===== src/design/joystick_deadzone_drive_mixer_defines.svh =====
// assertion macros shared by the joystick mixer rtl
// needs clk and rst_n in the scope where a macro is used
`ifndef JOYSTICK_DEADZONE_DRIVE_MIXER_DEFINES_SVH
`define JOYSTICK_DEADZONE_DRIVE_MIXER_DEFINES_SVH

// same-cycle implication
`define JDM_ASSERT_IMP(lbl, pre, post) \
    lbl: assert property (@(posedge clk) disable iff (!rst_n) (pre) |-> (post)) \
        else $error("jdm assertion failed");

// next-cycle implication
`define JDM_ASSERT_NXT(lbl, pre, post) \
    lbl: assert property (@(posedge clk) disable iff (!rst_n) (pre) |=> (post)) \
        else $error("jdm assertion failed");

`endif


===== src/design/jdm_pkg.sv =====
// types, constants and helper functions for the joystick mixer
// no dependencies
package jdm_pkg;

    localparam int CORDIC_STAGES_DEF = 16;
    localparam int DIV_BITS = 24;
    localparam int VEC_XW = 19;
    localparam int ROT_XW = 24;
    localparam int ZW = 18;
    localparam logic [14:0] QUARTER_Q8 = 15'd23040;
    localparam logic [16:0] INV_GAIN_Q16 = 17'd39798;

    typedef enum logic [1:0] {
        REG_DEADZONE = 2'd0,
        REG_SNAP     = 2'd1,
        REG_MODE     = 2'd2
    } reg_index_t;

    typedef enum logic [1:0] {
        MODE_SINGLE = 2'd0,
        MODE_DOUBLE = 2'd1,
        MODE_TANK   = 2'd2,
        MODE_NONE   = 2'd3
    } drive_mode_t;

    typedef struct packed {
        logic signed [7:0] lx;
        logic signed [7:0] ly;
        logic signed [7:0] rx;
        logic signed [7:0] ry;
        logic              slow;
        logic              zero;
    } side_t;

    typedef struct packed {
        logic [7:0]          rem;
        logic [DIV_BITS-1:0] num;
        logic [DIV_BITS-1:0] q;
        logic [7:0]          d;
    } div_t;

    typedef struct packed {
        logic        snap;
        logic        vertical;
        logic [15:0] rr;
    } snap_t;

    function automatic logic [13:0] atan_q8(input logic [4:0] idx);
        logic [13:0] a;
        case (idx)
            5'd0:    a = 14'd11520;
            5'd1:    a = 14'd6801;
            5'd2:    a = 14'd3593;
            5'd3:    a = 14'd1824;
            5'd4:    a = 14'd916;
            5'd5:    a = 14'd458;
            5'd6:    a = 14'd229;
            5'd7:    a = 14'd115;
            5'd8:    a = 14'd57;
            5'd9:    a = 14'd29;
            5'd10:   a = 14'd14;
            5'd11:   a = 14'd7;
            5'd12:   a = 14'd4;
            5'd13:   a = 14'd2;
            5'd14:   a = 14'd1;
            default: a = 14'd0;
        endcase
        return a;
    endfunction

    // round half away from zero, q8 to integer
    function automatic logic signed [15:0] round_q8(input logic signed [ROT_XW-1:0] v);
        logic signed [ROT_XW:0] w;
        logic signed [ROT_XW:0] m;
        w = (ROT_XW+1)'(v);
        if (v >= 0)
        begin
            m = (w + (ROT_XW+1)'(128)) >>> 8;
            return m[15:0];
        end
        else
        begin
            m = (-w + (ROT_XW+1)'(128)) >>> 8;
            return -m[15:0];
        end
    endfunction

    // when slow, divide by two toward zero; then clamp to +-127
    function automatic logic signed [7:0] half_sat(input logic signed [17:0] v, input logic slow);
        logic signed [17:0] h;
        h = slow ? ((v + signed'(18'(v[17]))) >>> 1) : v;
        if (h > 18'sd127)
            return 8'sd127;
        else if (h < -18'sd127)
            return -8'sd127;
        else
            return h[7:0];
    endfunction

endpackage


===== src/design/jdm_div_cell.sv =====
// one registered restoring-division step, one quotient bit
// depends on jdm_pkg
module jdm_div_cell (
    input  logic          clk,
    input  jdm_pkg::div_t din,
    output jdm_pkg::div_t dout
);

    logic [8:0]    t;
    logic          ge;
    logic [8:0]    diff;
    jdm_pkg::div_t step_next;
    jdm_pkg::div_t step_reg;

    assign t    = {din.rem, din.num[jdm_pkg::DIV_BITS-1]};
    assign ge   = t >= {1'b0, din.d};
    assign diff = t - {1'b0, din.d};

    always_comb
    begin
        step_next.rem = ge ? diff[7:0] : t[7:0];
        step_next.num = {din.num[jdm_pkg::DIV_BITS-2:0], 1'b0};
        step_next.q   = {din.q[jdm_pkg::DIV_BITS-2:0], ge};
        step_next.d   = din.d;
    end

    always_ff @(posedge clk)
    begin
        step_reg <= step_next;
    end

    assign dout = step_reg;

endmodule


===== config.mk =====
export PLATFORM = sky130hd
export DESIGN_NAME = jdm_div_cell
export DESIGN_NICKNAME = d
export VERILOG_FILES = /design/src/design/joystick_deadzone_drive_mixer_defines.svh /design/src/design/jdm_pkg.sv /design/src/design/jdm_div_cell.sv
export SDC_FILE = /design/constraint.sdc
export NUM_CORES = 1
export LEC_CHECK = 0
export BUFFER_PORTS_ARGS = -buffer_cell sky130_fd_sc_hd__buf_2
export CORE_UTILIZATION = 25
export CTS_BUF_LIST = sky130_fd_sc_hd__clkbuf_16
export DETAILED_ROUTE_END_ITERATION = 12
export GPL_TIMING_DRIVEN = 0
export SLEW_MARGIN = 20
export SYNTH_ARGS = -nofsm -noshare
export SYNTH_HDL_FRONTEND = slang
export SYNTH_SLANG_ARGS = --single-unit

===== constraint.sdc =====
create_clock -name clk -period 2.8 [get_ports clk]
set_input_delay 0.14 -clock clk [delete_from_list [all_inputs] [get_ports clk]]
set_output_delay 0.14 -clock clk [all_outputs]
set_load 0.01 [all_outputs]

==> flow_summary.ini, run 1 <==
[outcome]
outcome = complete, no violations

[critical_path]
arrival_ps = 2430
worstPathMaxFanout = 9
crit_end = dout[58]
crit_path_end_kind = register
startpoint = din[6]
path_depth = 9
critPathKind = input port to register
crit_required_ps = 3000
cpPeakStageDelay_ps = 520
cpMaxStageDelayCell = dlygate4sd3_1
cp-start-kind = input port
worstPathCellList = dlygate4sd3_1 -> buf_2 -> inv_1 -> ha_1 -> a21o_1 -> a2111oi_2 -> o21a_1 -> buf_6 -> mux2_4
path_buf_inv = 4
cp_top_family = buffers and inverters

[logic_synthesis]
synthCells = 131
synth_area_leaders = dfxtp_1 (70%), ha_1 (5.5%), mux2_4 (5.0%), inv_1 (2.5%), xnor2_1 (1.5%)
synth_warnings = 0
synth_commonest_cells = dfxtp_1 (63), inv_1 (12), ha_1 (8), mux2_4 (6), nor2_1 (4)
netlist_area_sq_um = 1812
synthArstFlopShare = 0
synth_area_per_cell_sq_um = 13.83
synth.net_count = 205
synthFlopType = dfxtp_1
netlist.area_leader.share = 0.6961
synth_edf_count = 0
synth_most_common_cell = dfxtp_1
yosysTopAreaCell = dfxtp_1
yosysSeqAreaShare = 0.6961
ys_types = 31
synth_seq_cells = 63

[routing]
drtAntennaViolNets = 0
vias = 1651
drc = 0
avgViaCountPerCell = 3.903
drtIter0Drc = 28
routed_wl_mm = 5.134
routedWlPerCell_um = 12.14
dr.pass1.iters = 4

[clock_tree]
cts_sinks = 63
cts_buffers = 9
cts_tree = done
clock-root-buffer = clkbuf_16
cts_setup_buffers = 0
cts_buffer_depth = 2
htree_levels = 3
path_clk_slew_ps = 50

[final_layout]
drive_above_1_share = 0.4709
nFillCells = 658
largest_reg_flops = 63
diodes = 0
synthToLayoutAreaGrowth_pct = 87.29
nets = 396
instances_no_fill = 423

[pwr]
p_comb_frac = 0.144
p_int_uw = 1840
p_per_area_nw_per_um2 = 700.9
clock_power_share = 0.445
p_sw_uw = 538.2
switching_share = 0.2263
p_leak_uw = 0.001687
share_seq_of_total_power = 0.411
peakVddDrop_uv = 283.8

[die]
chipHeight_um = 87.13
design.core.area_sq_um = 6907
rows = 30
start_util = 0.2623
io_pins = 129
die_area_sq_um = 7592
die_w_um = 87.13

[sta]
timing.hold.ws_ps = 67.55
max_freq_mhz = 447.7
setup_tns_ps = 0
fin_crit_ps = 2233
period_share = 0.7976
maxSlewViolCount = 0
setup_viol = 0
final_hold_viol_count = 0
rsz0062_at_grt = false

[global_route]
grt_pass1_wl_mm = 7.769
first_global_vias = 1693
grt_usage = 0.1363
grt_max_degree = 12
grt.overflow.total = 0
antenna_found_initial = 0

[placement]
place_hpwl_mm = 3.160
portBuffers = 126
place.gp.congestion = 0.6834
dp_cells = 353

[flow_run]
drv_cap = 0

[hold_path]
worstHoldPathType = input port to register
## power by group through the flow
| stage | clock network [uW] | registers [uW] | logic [uW] |
|---|---|---|---|
| after global routing | 1130 | 985 | 374 |
| after floorplan | 0 | 1030 | 117 |
| after CTS | 1090 | 977 | 342 |
| after global placement | 0 | 995 | 279 |
| final | 1060 | 978 | 341 |
| after detailed placement | 0 | 996 | 283 |
## cell usage in the layout (no fill, tap or decap), drive strengths merged
master	synthesis	routed
o21ai	2	2
fa	1	1
dfxtp	63	63
conb	1	1
nand3	2	2
a21o	3	3
clkbuf	0	9
buf	3	129
inv	12	13
xnor2	3	3
o311a	1	1
nor3b	1	1
nand2b	2	2
a311o	1	1
o31a	1	1
nor2	4	4
mux2	6	6
ha	8	8
nor2b	1	1
nor3	3	3
a2111oi	1	1
a21oi	2	2
a31oi	1	1
nor4	1	1
nand2	1	1
clkinv	0	4
dlygate4sd3	0	54
a211oi	2	2
a211o	1	1
clkinvlp	0	1
mux2i	2	2
o21a	2	2
bufinv	0	1
## metrics by stage
step / area (sq um) / utilization / power [uW] / worst slack, ps
2_1_floorplan: 1812 / - / 1151 / 1003
3_3_place_gp: 2562 / 0.3710 / 1274 / 791.4
3_5_place_dp: 2562 / 0.3710 / 1279 / 772.0
4_1_cts: 3393 / 0.4913 / 2411 / 557.1
5_1_grt: 3393 / 0.4913 / 2490 / 439.0
6_report: 3393 / 0.4913 / 2378 / 566.6
## final cells by class
cell class | instances | area [sq um] | area share
sequential | 63 | 1261 | 0.3717
timing repair buffer | 180 | 1171 | 0.3451
multi-input combinational | 53 | 475.5 | 0.1401
clock buffer | 9 | 225.2 | 0.06637
tap | 96 | 120.1 | 0.03540
clock inverter | 7 | 65.06 | 0.01917
inverter | 12 | 45.04 | 0.01327
buffer | 3 | 30.03 | 0.008850
## how the worst min path moves through the flow
stage | slack, ps | endpoint | cells after the start | start
finish | 70 | dout[61] | 2 | din[60]
global route | 60 | dout[61] | 2 | din[60]
floorplan | 170 | dout[0] | 0 | din[0]
detailed placement | 240 | dout[26] | 1 | din[25]
global placement | 240 | dout[9] | 1 | din[8]
CTS | 50 | dout[61] | 2 | din[60]
## layer usage
metal / vias to the layer above / global-route usage / wire (um)
met5: - / 0 / 0
met1: 739 / 0.1336 / 1957
met3: 4 / 0.06256 / 531
met4: 0 / 0.04769 / 44
li1: 819 / - / -
met2: 89 / 0.2520 / 2600
## what timing repair did
| item | in CTS | in global routing |
|---|---|---|
| hold buffers | 54 | 0 |
| gates resized for setup | 0 | 0 |
| hold endpoints to repair | 54 | 0 |
## logic make-up after synthesis
| kind of cell | share of synthesized area |
|---|---|
| AOI/OAI and AO/OA | 0.07666 |
| xor gates and xnor gates | 0.01451 |
| DFF | 0.6961 |
| and+or+nand+nor | 0.04213 |
| buffers and inverters | 0.04144 |
| muxes | 0.06078 |
| adders and majority gates | 0.06630 |
| other | 0.002070 |
(Power assumes the default switching activity.)
==> run 2, diff against run 1 <==
==> constraint.sdc (replaced) <==
create_clock -name clk -period 2.14 [get_ports clk]
set_input_delay 0.107 -clock clk [delete_from_list [all_inputs] [get_ports clk]]
set_output_delay 0.107 -clock clk [all_outputs]
set_load 0.01 [all_outputs]
==> flow_summary.ini, run 2 (synthesis gave the netlist of run 1 again) <==
[outcome]
outcome = complete, no violations

[placement]
portBuffers = 126
place_area_sq_um = 2562
place_hpwl_mm = 3.160
place_ws_ps = 145.0
place.gp.congestion = 0.6834

[die]
design.core.area_sq_um = 6907
io_pins = 129
die_w_um = 87.13
chipHeight_um = 87.13
start_util = 0.2623
rows = 30
die_area_sq_um = 7592

[critical_path]
cp-start-kind = input port
critPathKind = input port to register
crit_path_end_kind = register
crit_required_ps = 2340
worstPathMaxFanout = 3
arrival_ps = 2260

[global_route]
grt_usage = 0.1353
grt.overflow.total = 0
grt_max_degree = 12
antenna_found_initial = 0
grt_pass1_wl_mm = 7.707
first_global_vias = 1664

[hold_path]
worstHoldPathType = input port to register

[sta]
rsz0062_at_grt = true
maxSlewViolCount = 0
setup_viol = 0
period_share = 0.9618
fin_crit_ps = 2058
timing.hold.ws_ps = 34.45
max_freq_mhz = 485.8
setup_ws_ps = 81.67
final_hold_viol_count = 0

[flow_run]
drv_cap = 0

[routing]
avgViaCountPerCell = 3.904
drc = 0
drtIter0Drc = 27
drtAntennaViolNets = 0
routed_wl_mm = 5.137
vias = 1659
dr.pass1.iters = 4
routedWlPerCell_um = 12.09

[clock_tree]
cts_tree = done
cts_sinks = 63
cts_buffers = 9
htree_levels = 3
path_clk_slew_ps = 50
cts_buffer_depth = 2
clock-root-buffer = clkbuf_16

[final_layout]
diodes = 0
nFillCells = 656
fin_area_sq_um = 3436
drive_above_1_share = 0.4833
final_common_cell = buf_2
nets = 398
synthToLayoutAreaGrowth_pct = 89.64
largest_reg_flops = 63
final_cell_mix = buf_2 (126), dfxtp_1 (63), dlygate4sd3_1 (54), inv_1 (13), clkbuf_16 (9)

[pwr]
peakVddDrop_uv = 377.4
p_per_area_nw_per_um2 = 909.5
p_leak_uw = 0.001699
-- run 2: worst max-delay path, cell delays in order --
cell,delay [ps]
dlygate4sd3_1,530
buf_2,140
fa_1,480
nor2b_2,140
o31a_1,200
nor4_1,60
a311o_1,330
mux2_4,260
-- run 2: report_power, final --
group | leakage (uW) | switching, uW | total [uW] | internal (uW)
logic | 0.00102 | 193 | 460 | 267
clock network | 0.000146 | 494 | 1380 | 891
registers | 0.000532 | 19.9 | 1280 | 1260
-- run 2: per-layer routing --
layer,global-route usage,share of wire
met1,0.1342,0.38
met2,0.2477,0.51
met3,0.06256,0.10
met4,0.04769,0.0086
met5,0,0
-- run 2: what timing repair did --
action	4_1_cts	5_1_grt
setup endpoints to repair	0	6
resized for setup	0	3
hold buffers	54	0
setup buffers	0	2
hold endpoints to repair	54	0
-- run 2: cell type report --
type                            instances  area, sq um  area share
Buffer                                  3        30.03    0.008740
Clock buffer                            9        225.2     0.06555
Clock inverter                          7        65.06     0.01894
Inverter                               12        45.04     0.01311
Multi-Input combinational cell         53        503.0      0.1464
Sequential cell                        63         1261      0.3671
Tap cell                               96        120.1     0.03496
Timing Repair Buffer                  182         1186      0.3452
-- run 2: per-stage QoR --
step                        util  setup TNS, ps  cells  total power (uW)
after floorplan                -              0    131              1506
after global placement    0.3710              0    353              1667
after detailed placement  0.3710              0    353              1673
after CTS                 0.4913              0    423              3154
after global routing      0.4975         -15.99    425              3272
final                     0.4975              0    425              3125
-- run 2: worst paths after layout --
path                  startpoint        to  slack [ps]  cells after the start
worst min-delay path     din[60]  dout[61]          30                      2
worst max-delay path      din[1]  dout[62]          80                      8
