<file path="src/design/joystick_deadzone_drive_mixer_defines.svh">
// assertion macros shared by the joystick mixer rtl
// needs clk and rst_n in the scope where a macro is used
`ifndef JOYSTICK_DEADZONE_DRIVE_MIXER_DEFINES_SVH
`define JOYSTICK_DEADZONE_DRIVE_MIXER_DEFINES_SVH

// same-cycle implication
`define JDM_ASSERT_IMP(lbl, pre, post) \
    lbl: assert property (@(posedge clk) disable iff (!rst_n) (pre) |-> (post)) \
        else $error("jdm assertion failed");

// next-cycle implication
`define JDM_ASSERT_NXT(lbl, pre, post) \
    lbl: assert property (@(posedge clk) disable iff (!rst_n) (pre) |=> (post)) \
        else $error("jdm assertion failed");

`endif

</file>
<file path="src/design/jdm_pkg.sv">
// types, constants and helper functions for the joystick mixer
// no dependencies
package jdm_pkg;

    localparam int CORDIC_STAGES_DEF = 16;
    localparam int DIV_BITS = 24;
    localparam int VEC_XW = 19;
    localparam int ROT_XW = 24;
    localparam int ZW = 18;
    localparam logic [14:0] QUARTER_Q8 = 15'd23040;
    localparam logic [16:0] INV_GAIN_Q16 = 17'd39798;

    typedef enum logic [1:0] {
        REG_DEADZONE = 2'd0,
        REG_SNAP     = 2'd1,
        REG_MODE     = 2'd2
    } reg_index_t;

    typedef enum logic [1:0] {
        MODE_SINGLE = 2'd0,
        MODE_DOUBLE = 2'd1,
        MODE_TANK   = 2'd2,
        MODE_NONE   = 2'd3
    } drive_mode_t;

    typedef struct packed {
        logic signed [7:0] lx;
        logic signed [7:0] ly;
        logic signed [7:0] rx;
        logic signed [7:0] ry;
        logic              slow;
        logic              zero;
    } side_t;

    typedef struct packed {
        logic [7:0]          rem;
        logic [DIV_BITS-1:0] num;
        logic [DIV_BITS-1:0] q;
        logic [7:0]          d;
    } div_t;

    typedef struct packed {
        logic        snap;
        logic        vertical;
        logic [15:0] rr;
    } snap_t;

    function automatic logic [13:0] atan_q8(input logic [4:0] idx);
        logic [13:0] a;
        case (idx)
            5'd0:    a = 14'd11520;
            5'd1:    a = 14'd6801;
            5'd2:    a = 14'd3593;
            5'd3:    a = 14'd1824;
            5'd4:    a = 14'd916;
            5'd5:    a = 14'd458;
            5'd6:    a = 14'd229;
            5'd7:    a = 14'd115;
            5'd8:    a = 14'd57;
            5'd9:    a = 14'd29;
            5'd10:   a = 14'd14;
            5'd11:   a = 14'd7;
            5'd12:   a = 14'd4;
            5'd13:   a = 14'd2;
            5'd14:   a = 14'd1;
            default: a = 14'd0;
        endcase
        return a;
    endfunction

    // round half away from zero, q8 to integer
    function automatic logic signed [15:0] round_q8(input logic signed [ROT_XW-1:0] v);
        logic signed [ROT_XW:0] w;
        logic signed [ROT_XW:0] m;
        w = (ROT_XW+1)'(v);
        if (v >= 0)
        begin
            m = (w + (ROT_XW+1)'(128)) >>> 8;
            return m[15:0];
        end
        else
        begin
            m = (-w + (ROT_XW+1)'(128)) >>> 8;
            return -m[15:0];
        end
    endfunction

    // when slow, divide by two toward zero; then clamp to +-127
    function automatic logic signed [7:0] half_sat(input logic signed [17:0] v, input logic slow);
        logic signed [17:0] h;
        h = slow ? ((v + signed'(18'(v[17]))) >>> 1) : v;
        if (h > 18'sd127)
            return 8'sd127;
        else if (h < -18'sd127)
            return -8'sd127;
        else
            return h[7:0];
    endfunction

endpackage

</file>
<file path="src/design/jdm_cordic_cell.sv">
// one registered cordic micro-rotation, vectoring or rotating
// depends on jdm_pkg
module jdm_cordic_cell #(
    parameter int STAGE = 0,
    parameter bit VECTOR = 1'b1,
    parameter int XW = 19,
    parameter int ZW = 18
) (
    input  logic                 clk,
    input  logic signed [XW-1:0] x_in,
    input  logic signed [XW-1:0] y_in,
    input  logic signed [ZW-1:0] z_in,
    output logic signed [XW-1:0] x_out,
    output logic signed [XW-1:0] y_out,
    output logic signed [ZW-1:0] z_out
);

    logic signed [XW-1:0] xs;
    logic signed [XW-1:0] ys;
    logic signed [ZW-1:0] ang;
    logic                 cw;
    logic signed [XW-1:0] x_next;
    logic signed [XW-1:0] y_next;
    logic signed [ZW-1:0] z_next;
    logic signed [XW-1:0] x_reg;
    logic signed [XW-1:0] y_reg;
    logic signed [ZW-1:0] z_reg;

    assign xs  = x_in >>> STAGE;
    assign ys  = y_in >>> STAGE;
    assign ang = ZW'(jdm_pkg::atan_q8(5'(STAGE)));
    assign cw  = VECTOR ? (y_in > 0) : (z_in < 0);

    always_comb
    begin
        if (cw)
        begin
            x_next = x_in + ys;
            y_next = y_in - xs;
            z_next = z_in + ang;
        end
        else
        begin
            x_next = x_in - ys;
            y_next = y_in + xs;
            z_next = z_in - ang;
        end
    end

    always_ff @(posedge clk)
    begin
        x_reg <= x_next;
        y_reg <= y_next;
        z_reg <= z_next;
    end

    assign x_out = x_reg;
    assign y_out = y_reg;
    assign z_out = z_reg;

endmodule

</file>
<file path="config.mk">
export PLATFORM = sky130hd
export DESIGN_NAME = jdm_cordic_cell
export DESIGN_NICKNAME = d
export VERILOG_FILES = /design/src/design/joystick_deadzone_drive_mixer_defines.svh /design/src/design/jdm_pkg.sv /design/src/design/jdm_cordic_cell.sv
export SDC_FILE = /design/constraint.sdc
export NUM_CORES = 1
export LEC_CHECK = 0
export ABC_AREA = 1
export BUFFER_PORTS_ARGS = -buffer_cell sky130_fd_sc_hd__buf_2
export CAP_MARGIN = 25
export CORE_ASPECT_RATIO = 1.1
export CORE_MARGIN = 4
export CORE_UTILIZATION = 50
export CTS_CLUSTER_SIZE = 8
export DETAILED_ROUTE_END_ITERATION = 6
export HOLD_SLACK_MARGIN = 0.1
export PLACE_DENSITY = 0.78
export SYNTH_ARGS = -nofsm -noshare
export SYNTH_HDL_FRONTEND = slang
export SYNTH_SLANG_ARGS = --single-unit
</file>
<file path="constraint.sdc">
create_clock -name clk -period 3 [get_ports clk]
set_input_delay 0.15 -clock clk [delete_from_list [all_inputs] [get_ports clk]]
set_output_delay 0.15 -clock clk [all_outputs]
set_load 0.01 [all_outputs]
</file>
==> metrics.md, run 1 <==
| Metric | Value |
|---|---|
| Status | `completed` |
| Final ANT Viol Nets | `0` |
| RD Place Congestion | `0.971` |
| Area growth, synth to finish | `15.0%` |
| Time the worst path needs with I/O delays and setup | `2.76 ns` |
| Slew Limit Fails | `0` |
| CP max FO | `5` |
| Slowest stage cell, crit path | `dlygate4sd3_1` |
| # IOs | `~110` |
| Setup Total Neg Slack | `0 ns` |
| Worst path top cell family by delay | `simple AND/OR/NAND/NOR gates` |
| Leakage | `3.26 nW` |
| Die height | `113 µm` |
| Hold wc startpoint | `x_in[0]` |
| DP HPWL | `around 11 mm` |
| Hold Slack | `0.164 ns` |
| Gate power share | `43.3%` |
| CTS clk-pin slew, worst paths | `0.13 ns` |
| Filler cells | `1020` |
| Clk sink count | `55` |
| Via count | `5241` |
| H-tree depth | `2` |
| Worst setup margin | `0.242 ns` |
| Arr. time, crit path | `2.98 ns` |
| Clock power share | `19.4%` |
| Initial Util | `50.9%` |
| Mapped Cells | `774` |
| Pwr dens | `slightly above 400 nW/µm²` |
| RSZ-0062 raised after global routing | `no` |
| CP Capture Type | `flop` |
| Crit-path cells | `dlygate4sd3_1, buf_2, inv_1, nand4_1, nor3_1, nand3_1, nand2_1, inv_2, ha_1, a21oi_1, nand2_1, a21oi_1, nor2_1, o21ai_0, nand2_1, nand2_1, nand2_1` |
| Cell Int Power | `around 1.4 mW` |
| Min-Delay Path Class | `in -> reg` |
| Post CTS Setup Buffer Count | `0` |
| CTS tree | `yes` |
| Syn_area_per_cell | `about 6.5 µm²` |
| Antenna diodes | `0` |
| Seq/Total Area, Yosys | `22.0%` |
| WL final | `13.5 mm` |
| Die Width | `between 100 and 150 µm` |
| Mapped Nets | `897` |
| Largest net degree at the start of global routing | `38` |
| Critical Path Most Common Cell | `nand2_1` |
| First-pass GRT wire length | `21.8 mm` |
| Initial antenna violation count | `0` |
| Required time worst endpoint | `3.22 ns` |
| Share of post-route cells with drive strength above 1 | `15.1%` |
| Crit start category | `primary input` |
| Total track usage | `a little under a quarter` |
| WL/cell | `13.5 µm` |
| Yosys cell types | `30` |
| Total CTS buffers | `5` |
| Sequential share of power | `37.3%` |
| 1st-iter DRT viols | `333` |
| Switch Pwr | `0.950 mW` |
| Worst vdd ir | `0.211 mV` |
| Crit share post-route | `91.9%` |
| FF+latch count, synth | `55` |
| Crit path launch | `y_in[0]` |
| # nets final | `1007` |
| Critical path type | `in -> reg` |
| CP peak stage delay | `0.55 ns` |
| Hold Violations, Final | `0` |
| Worst-margin pin slew | `0.456 ns` |
| Post-Place Worst Slack | `0.426 ns` |
| Final setup fails | `0` |
| Switching share of power | `just over 40%` |
| Residual DRC count | `0` |
| Synth Cell Area | `5010 µm²` |
| Max frequency | `363 MHz` |
| Ys Warns | `0` |
| Slew margin rel. | `69.3%` |
| Total congestion overflow | `0` |
| Core Rows | `38` |
| Number of global-route vias before repair | `4753` |
| Die area | `11700 µm²` |
| Core ar. | `9840 µm²` |
| I/O Buffers | `112` |
| # Max-Cap Violations | `0` |
| Sum of buffers and inverters on the critical path | `4` |
| CTS Buffer Depth | `2` |
| Vias per cell | `5.21` |
| CTS root buffer | `clkbuf_8` |
| Drt first pass iters | `5` |
[final cells by class]
type / count / area (µm²) / area share, %
clock buffer: 5 / 68.8 / 1.19
clock inverter: 3 / 33.8 / 0.586
inverter: 115 / 432 / 7.49
multi-input combinational: 582 / 3290 / 57.1
sequential: 55 / 1100 / 19.1
tap: 120 / 150 / 2.61
timing repair buffer: 125 / 683 / 11.9
[power by group through the flow]
stage	sequential (mW)	clock [mW]	combinational, mW
2_1_floorplan	0.966	0	0.617
3_5_place_dp	0.896	0	0.995
5_1_grt	0.893	0.506	1.15
3_3_place_gp	0.895	0	0.981
4_1_cts	0.878	0.471	1.01
6_report	0.877	0.455	1.02
[flip-flops by register name, indices dropped and copies added (netlist names)]
name,flops
x_out,18
z_out,18
y_out,19
[stage by stage]
stage / utilization, % / instances / cell area, µm² / total power, mW
after CTS: 58.5 / 1005 / 5760 / 2.36
after floorplan: - / 774 / 5010 / 1.58
final: 58.5 / 1005 / 5760 / 2.35
after detailed placement: 56.5 / 987 / 5560 / 1.89
after global routing: 58.5 / 1005 / 5760 / 2.55
after global placement: 56.5 / 987 / 5560 / 1.88
[cells in the final DEF, fill, tap and decap left out]
cell	n
nor4_1	5
dlygate4sd3_1	10
nand3b_1	1
o21a_1	1
fa_1	4
a21oi_1	57
nor2_2	3
nand3_1	82
nand4_1	7
or2_2	2
clkbuf_8	5
clkinv_8	1
xor2_1	21
o22ai_1	1
a21o_1	6
and2_1	1
nor2_1	50
clkinv_4	1
nor2_4	1
o21ai_0	42
buf_2	112
xnor2_1	5
inv_6	1
ha_1	62
buf_4	3
inv_2	1
dfxtp_1	55
o21bai_1	9
nand2_1	213
nor3_1	5
nand2_2	2
inv_1	114
nand3_2	2
[synth_stat cells]
cell type / count / area [µm²]
nand2_1: 213 / 800
inv_1: 114 / 428
nand3_1: 82 / 410
ha_1: 62 / 776
a21oi_1: 57 / 285
dfxtp_1: 55 / 1100
nor2_1: 50 / 188
o21ai_0: 42 / 210
xor2_1: 21 / 184
buf_4: 12 / 90.1
o21bai_1: 9 / 67.6
nand4_1: 7 / 43.8
a21o_1: 6 / 45.0
buf_6: 6 / 67.6
nor3_1: 5 / 25.0
nor4_1: 5 / 31.3
xnor2_1: 5 / 43.8
fa_1: 4 / 80.1
buf_2: 3 / 15.0
nor2_2: 3 / 18.8
nand2_2: 2 / 12.5
nand3_2: 2 / 20.0
or2_2: 2 / 12.5
and2_1: 1 / 6.26
clkbuf_8: 1 / 13.8
inv_2: 1 / 3.75
nand3b_1: 1 / 7.51
nor2_4: 1 / 11.3
o21a_1: 1 / 7.51
o22ai_1: 1 / 6.26
[metal layers]
metal  global-route usage, %  part of all wire (%)  up-vias
met3                    2.84                   8.0       26
met5                       0                     0        -
li1                        -                     -     2676
met1                    31.8                    44     2337
met4                    8.12                   2.9        0
met2                    37.3                    45      202
[what timing repair did]
| item | 4_1_cts | 5_1_grt |
|---|---|---|
| endpoints found under the setup margin | 0 | 1 |
| hold buffers | 10 | 0 |
| resized for setup | 0 | 0 |
| hold endpoints to repair | 10 | 0 |
[worst min-delay path, cell delays in order]
cell   delay (ns)
buf_2        0.12
inv_1        0.05
ha_1         0.12
inv_1        0.03
[logic make-up (layout without fill, tap and decap cells)]
family          after synthesis  in the layout  synth area share, %
xor+xnor                     26             26                 4.54
buf+inv                     137            248                 12.3
compound gates              116            116                 12.4
fa+ha+maj                    66             66                 17.1
flops                        55             55                 22.0
simple gates                374            374                 31.7
[final timing paths]
| path | endpoint | slack, ns | cells past startpoint |
|---|---|---|---|
| setup / recovery | z_out[16] | 0.24 | 17 |
| hold / removal | y_out[0] | 0.16 | 4 |
Note: power is estimated with default switching activity, not from simulation.
==> run 2, diff against run 1 <==
ABC_AREA = unset   (was 1)
PLACE_DENSITY = 0.79   (was 0.78)
==> run 2 against run 1 <==
  * Setup slack improved by 0.29 ns
  * Via count decreased by 22%
  * Clock-buffer cell count unchanged
  * Clock power increased by 6.2%
  * Flip-flop and latch count unchanged
  * Largest power group unchanged
  * Sequential power increased by 4.9%
  * Fmax increased by 12%
  * Synthesized cell count decreased by 34%
  * Power increased by 1.0%
  * Critical endpoint is now z_out[17]
  * Sequential share of layout area increased by 2.2 points
  * Final cell count decreased by 26%
==> metrics.md, run 2 <==
| Metric | Value |
|---|---|
| Synth Cell Area | `4310 µm² (-14%)` |
| Area growth, synth to finish | `19.8%` |
| Setup Total Neg Slack | `0 ns (unchanged)` |
| Mapped Cells | `513 (-34%)` |
| Min-Delay Path Class | `in -> reg` |
| Vias per cell | `5.55 (+6.3%)` |
| Synth area leaders | `dfxtp_1 (26%), ha_1 (18%), xnor2_1 (7.5%)` |
| Core ar. | `8410 µm² (-15%)` |
| Share of post-route cells with drive strength above 1 | `23.6% (+8.4 points)` |
| WL final | `11.7 mm (-14%)` |
| Die Width | `96.5 µm (-6.7%)` |
| Post_cts resized | `0 (unchanged)` |
| FF+latch count, synth | `55 (unchanged)` |
| Placed cell count | `722 (-27%)` |
| Total track usage | `22.5% (-0.74 points)` |
| Sum of buffers and inverters on the critical path | `2 (-2)` |
| Crit start category | `primary input` |
| CP peak stage delay | `0.47 ns (-0.08 ns)` |
| Syn_area_per_cell | `8.39 µm² (+30%)` |
| # IOs | `113 (unchanged)` |
| Fin cells | `739 (-26%)` |
| Drt first pass iters | `5 (unchanged)` |
| Worst vdd ir | `0.205 mV (-2.9%)` |
| Placed Area | `4960 µm² (-11%)` |
| Total congestion overflow | `0 (unchanged)` |
| RSZ-0062 raised after global routing | `no` |
| Most used DFF post-synth | `dfxtp_1` |
| Mapped Nets | `636 (-29%)` |
| Max frequency | `405 MHz (+12%)` |
| DP HPWL | `9.59 mm (-14%)` |
| Die area | `10200 µm² (-13%)` |
| Final setup fails | `0 (unchanged)` |
| Worst setup margin | `0.533 ns (+0.292 ns)` |
| CTS Buffer Depth | `2 (unchanged)` |
| First-pass GRT wire length | `18.4 mm (-15%)` |
| CTS tree | `yes` |
| Total CTS buffers | `5 (unchanged)` |
| Leakage | `2.51 nW (-23%)` |
| Slew margin rel. | `56.5% (-13 points)` |
| Most frequent cells in the layout | `buf_2 (112), ha_1 (62), inv_1 (57)` |
| Worst-margin pin slew | `0.636 ns (+0.179 ns)` |
| RD Place Congestion | `0.951 (-2.0%)` |
| Max FFs per register | `19 (unchanged)` |
| Time the worst path needs with I/O delays and setup | `2.47 ns (-0.292 ns)` |
| Seq/Total Area, Yosys | `25.6% (+3.6 points)` |
| Pwr dens | `460 nW/µm² (+13%)` |
| Initial antenna violation count | `0 (unchanged)` |
| Crit path launch | `y_in[1]` |
| H-tree depth | `2 (unchanged)` |
| Critical path type | `in -> reg` |
| Largest net degree at the start of global routing | `26 (-32%)` |
| Initial Util | `51.2% (+0.30 points)` |
| Most frequent cell after synthesis | `ha_1` |
| Via count | `4098 (-22%)` |
| # nets final | `750 (-26%)` |
| Filler cells | `776 (-24%)` |
| Final ANT Viol Nets | `0 (unchanged)` |
| Slew Limit Fails | `0 (unchanged)` |
| Synth async-reset ratio | `0% (unchanged)` |
| # Max-Cap Violations | `0 (unchanged)` |
| Final instance area | `5160 µm² (-10%)` |
| Required time worst endpoint | `3.20 ns (-0.02 ns)` |
| Slowest stage cell, crit path | `o41ai_1` |
| Ys Warns | `0 (unchanged)` |
| Worst path top cell family by delay | `compound AO/OA/AOI/OAI gates` |
| Hold wc startpoint | `z_in[17]` |
| Crit-path cells | `buf_2, inv_1, nand4_1, nor3_1, a31o_2, ha_1, a21o_1, a21oi_1, nand2b_1, a21boi_0, o41ai_1, o21ai_0, xnor2_1` |
| CP Capture Type | `flop` |
| CTS root buffer | `clkbuf_8` |
| Hold Violations, Final | `0 (unchanged)` |
| List of most frequent post-synthesis cells | `ha_1 (62), inv_1 (57), dfxtp_1 (55), a21oi_1 (49), nor2_1 (45)` |
| CP max FO | `4 (-1)` |
| Yosys top cell area share | `25.6% (+3.6 points)` |
| Yosys cell types | `60 (+100%)` |
| I/O Buffers | `112 (unchanged)` |
| 1st-iter DRT viols | `269 (-19%)` |
| Most common cell after layout, fill and taps aside | `buf_2` |
| Antenna diodes | `0 (unchanged)` |
| Residual DRC count | `0 (unchanged)` |
| Clk sink count | `55 (unchanged)` |
| Status | `completed` |
| Number of flops mapped to enable cells by yosys | `0 (unchanged)` |
| Die height | `105 µm (-6.8%)` |
| Arr. time, crit path | `2.66 ns (-0.32 ns)` |
| Crit share post-route | `82.2% (-9.7 points)` |
| Number of global-route vias before repair | `3876 (-18%)` |
| WL/cell | `15.8 µm (+17%)` |
| Post-Place Worst Slack | `0.219 ns (-0.207 ns)` |
| Core Rows | `35 (-7.9%)` |
| Yosys top cell by area | `dfxtp_1` |
| CTS clk-pin slew, worst paths | `0.09 ns (-0.04 ns)` |
-- run 2: stage by stage --
stage	power (mW)	util, %	hold WS [ns]
after global routing	2.53	61.4	0.163
after floorplan	1.55	-	0.178
final	2.37	61.4	0.162
after detailed placement	1.89	58.9	0.254
after global placement	1.87	58.9	0.252
after CTS	2.39	61.4	0.145
-- run 2: routing by layer --
| metal | GRT usage (%) | part of all wire [%] | vias up |
|---|---|---|---|
| li1 | - | - | 1995 |
| met1 | 31.9 | 44 | 1882 |
| met2 | 36.2 | 45 | 202 |
| met3 | 2.28 | 8.6 | 19 |
| met4 | 5.61 | 1.8 | 0 |
| met5 | 0 | 0 | - |
-- run 2: where the power goes --
group          total, mW  switching [mW]  leakage (nW)  internal, mW
Sequential         0.920          0.0407         0.464         0.879
Combinational      0.972           0.565          1.99         0.407
Clock              0.483           0.232        0.0548         0.251
Total               2.37           0.838          2.51          1.54
-- run 2: logic make-up after synthesis --
logic type / share of synthesized area [%]
XOR/XNOR: 8.74
adder cells (fa/ha/maj): 19.9
multiplexers: 2.32
buffers and inverters: 7.70
flip-flops: 25.6
AO/OA/AOI/OAI: 23.8
AND/OR/NAND/NOR: 12.0
-- run 2: tightest hold or removal path: cells and delay by family --
kind / cells / cell delay (ns)
buffers and inverters: 1 / 0.09
xor gates and xnor gates: 2 / 0.18
-- run 2: layout make-up --
cell class | instances | area (µm²) | share of cell area [%]
Clock inverter | 3 | 46.3 | 0.897
Inverter | 61 | 229 | 4.44
Tap cell | 111 | 139 | 2.69
Multi-Input combinational cell | 376 | 2870 | 55.7
Clock buffer | 5 | 68.8 | 1.33
Sequential cell | 55 | 1100 | 21.3
Timing Repair Buffer | 128 | 703 | 13.6
-- run 2: timing repair --
item,CTS,global route
hold buffers,9,0
hold endpoints to repair,9,0
setup buffers,0,0
-- run 2: worst paths after layout --
kind,to,cells after the start
worst max-delay path,z_out[17],13
worst min-delay path,z_out[17],3
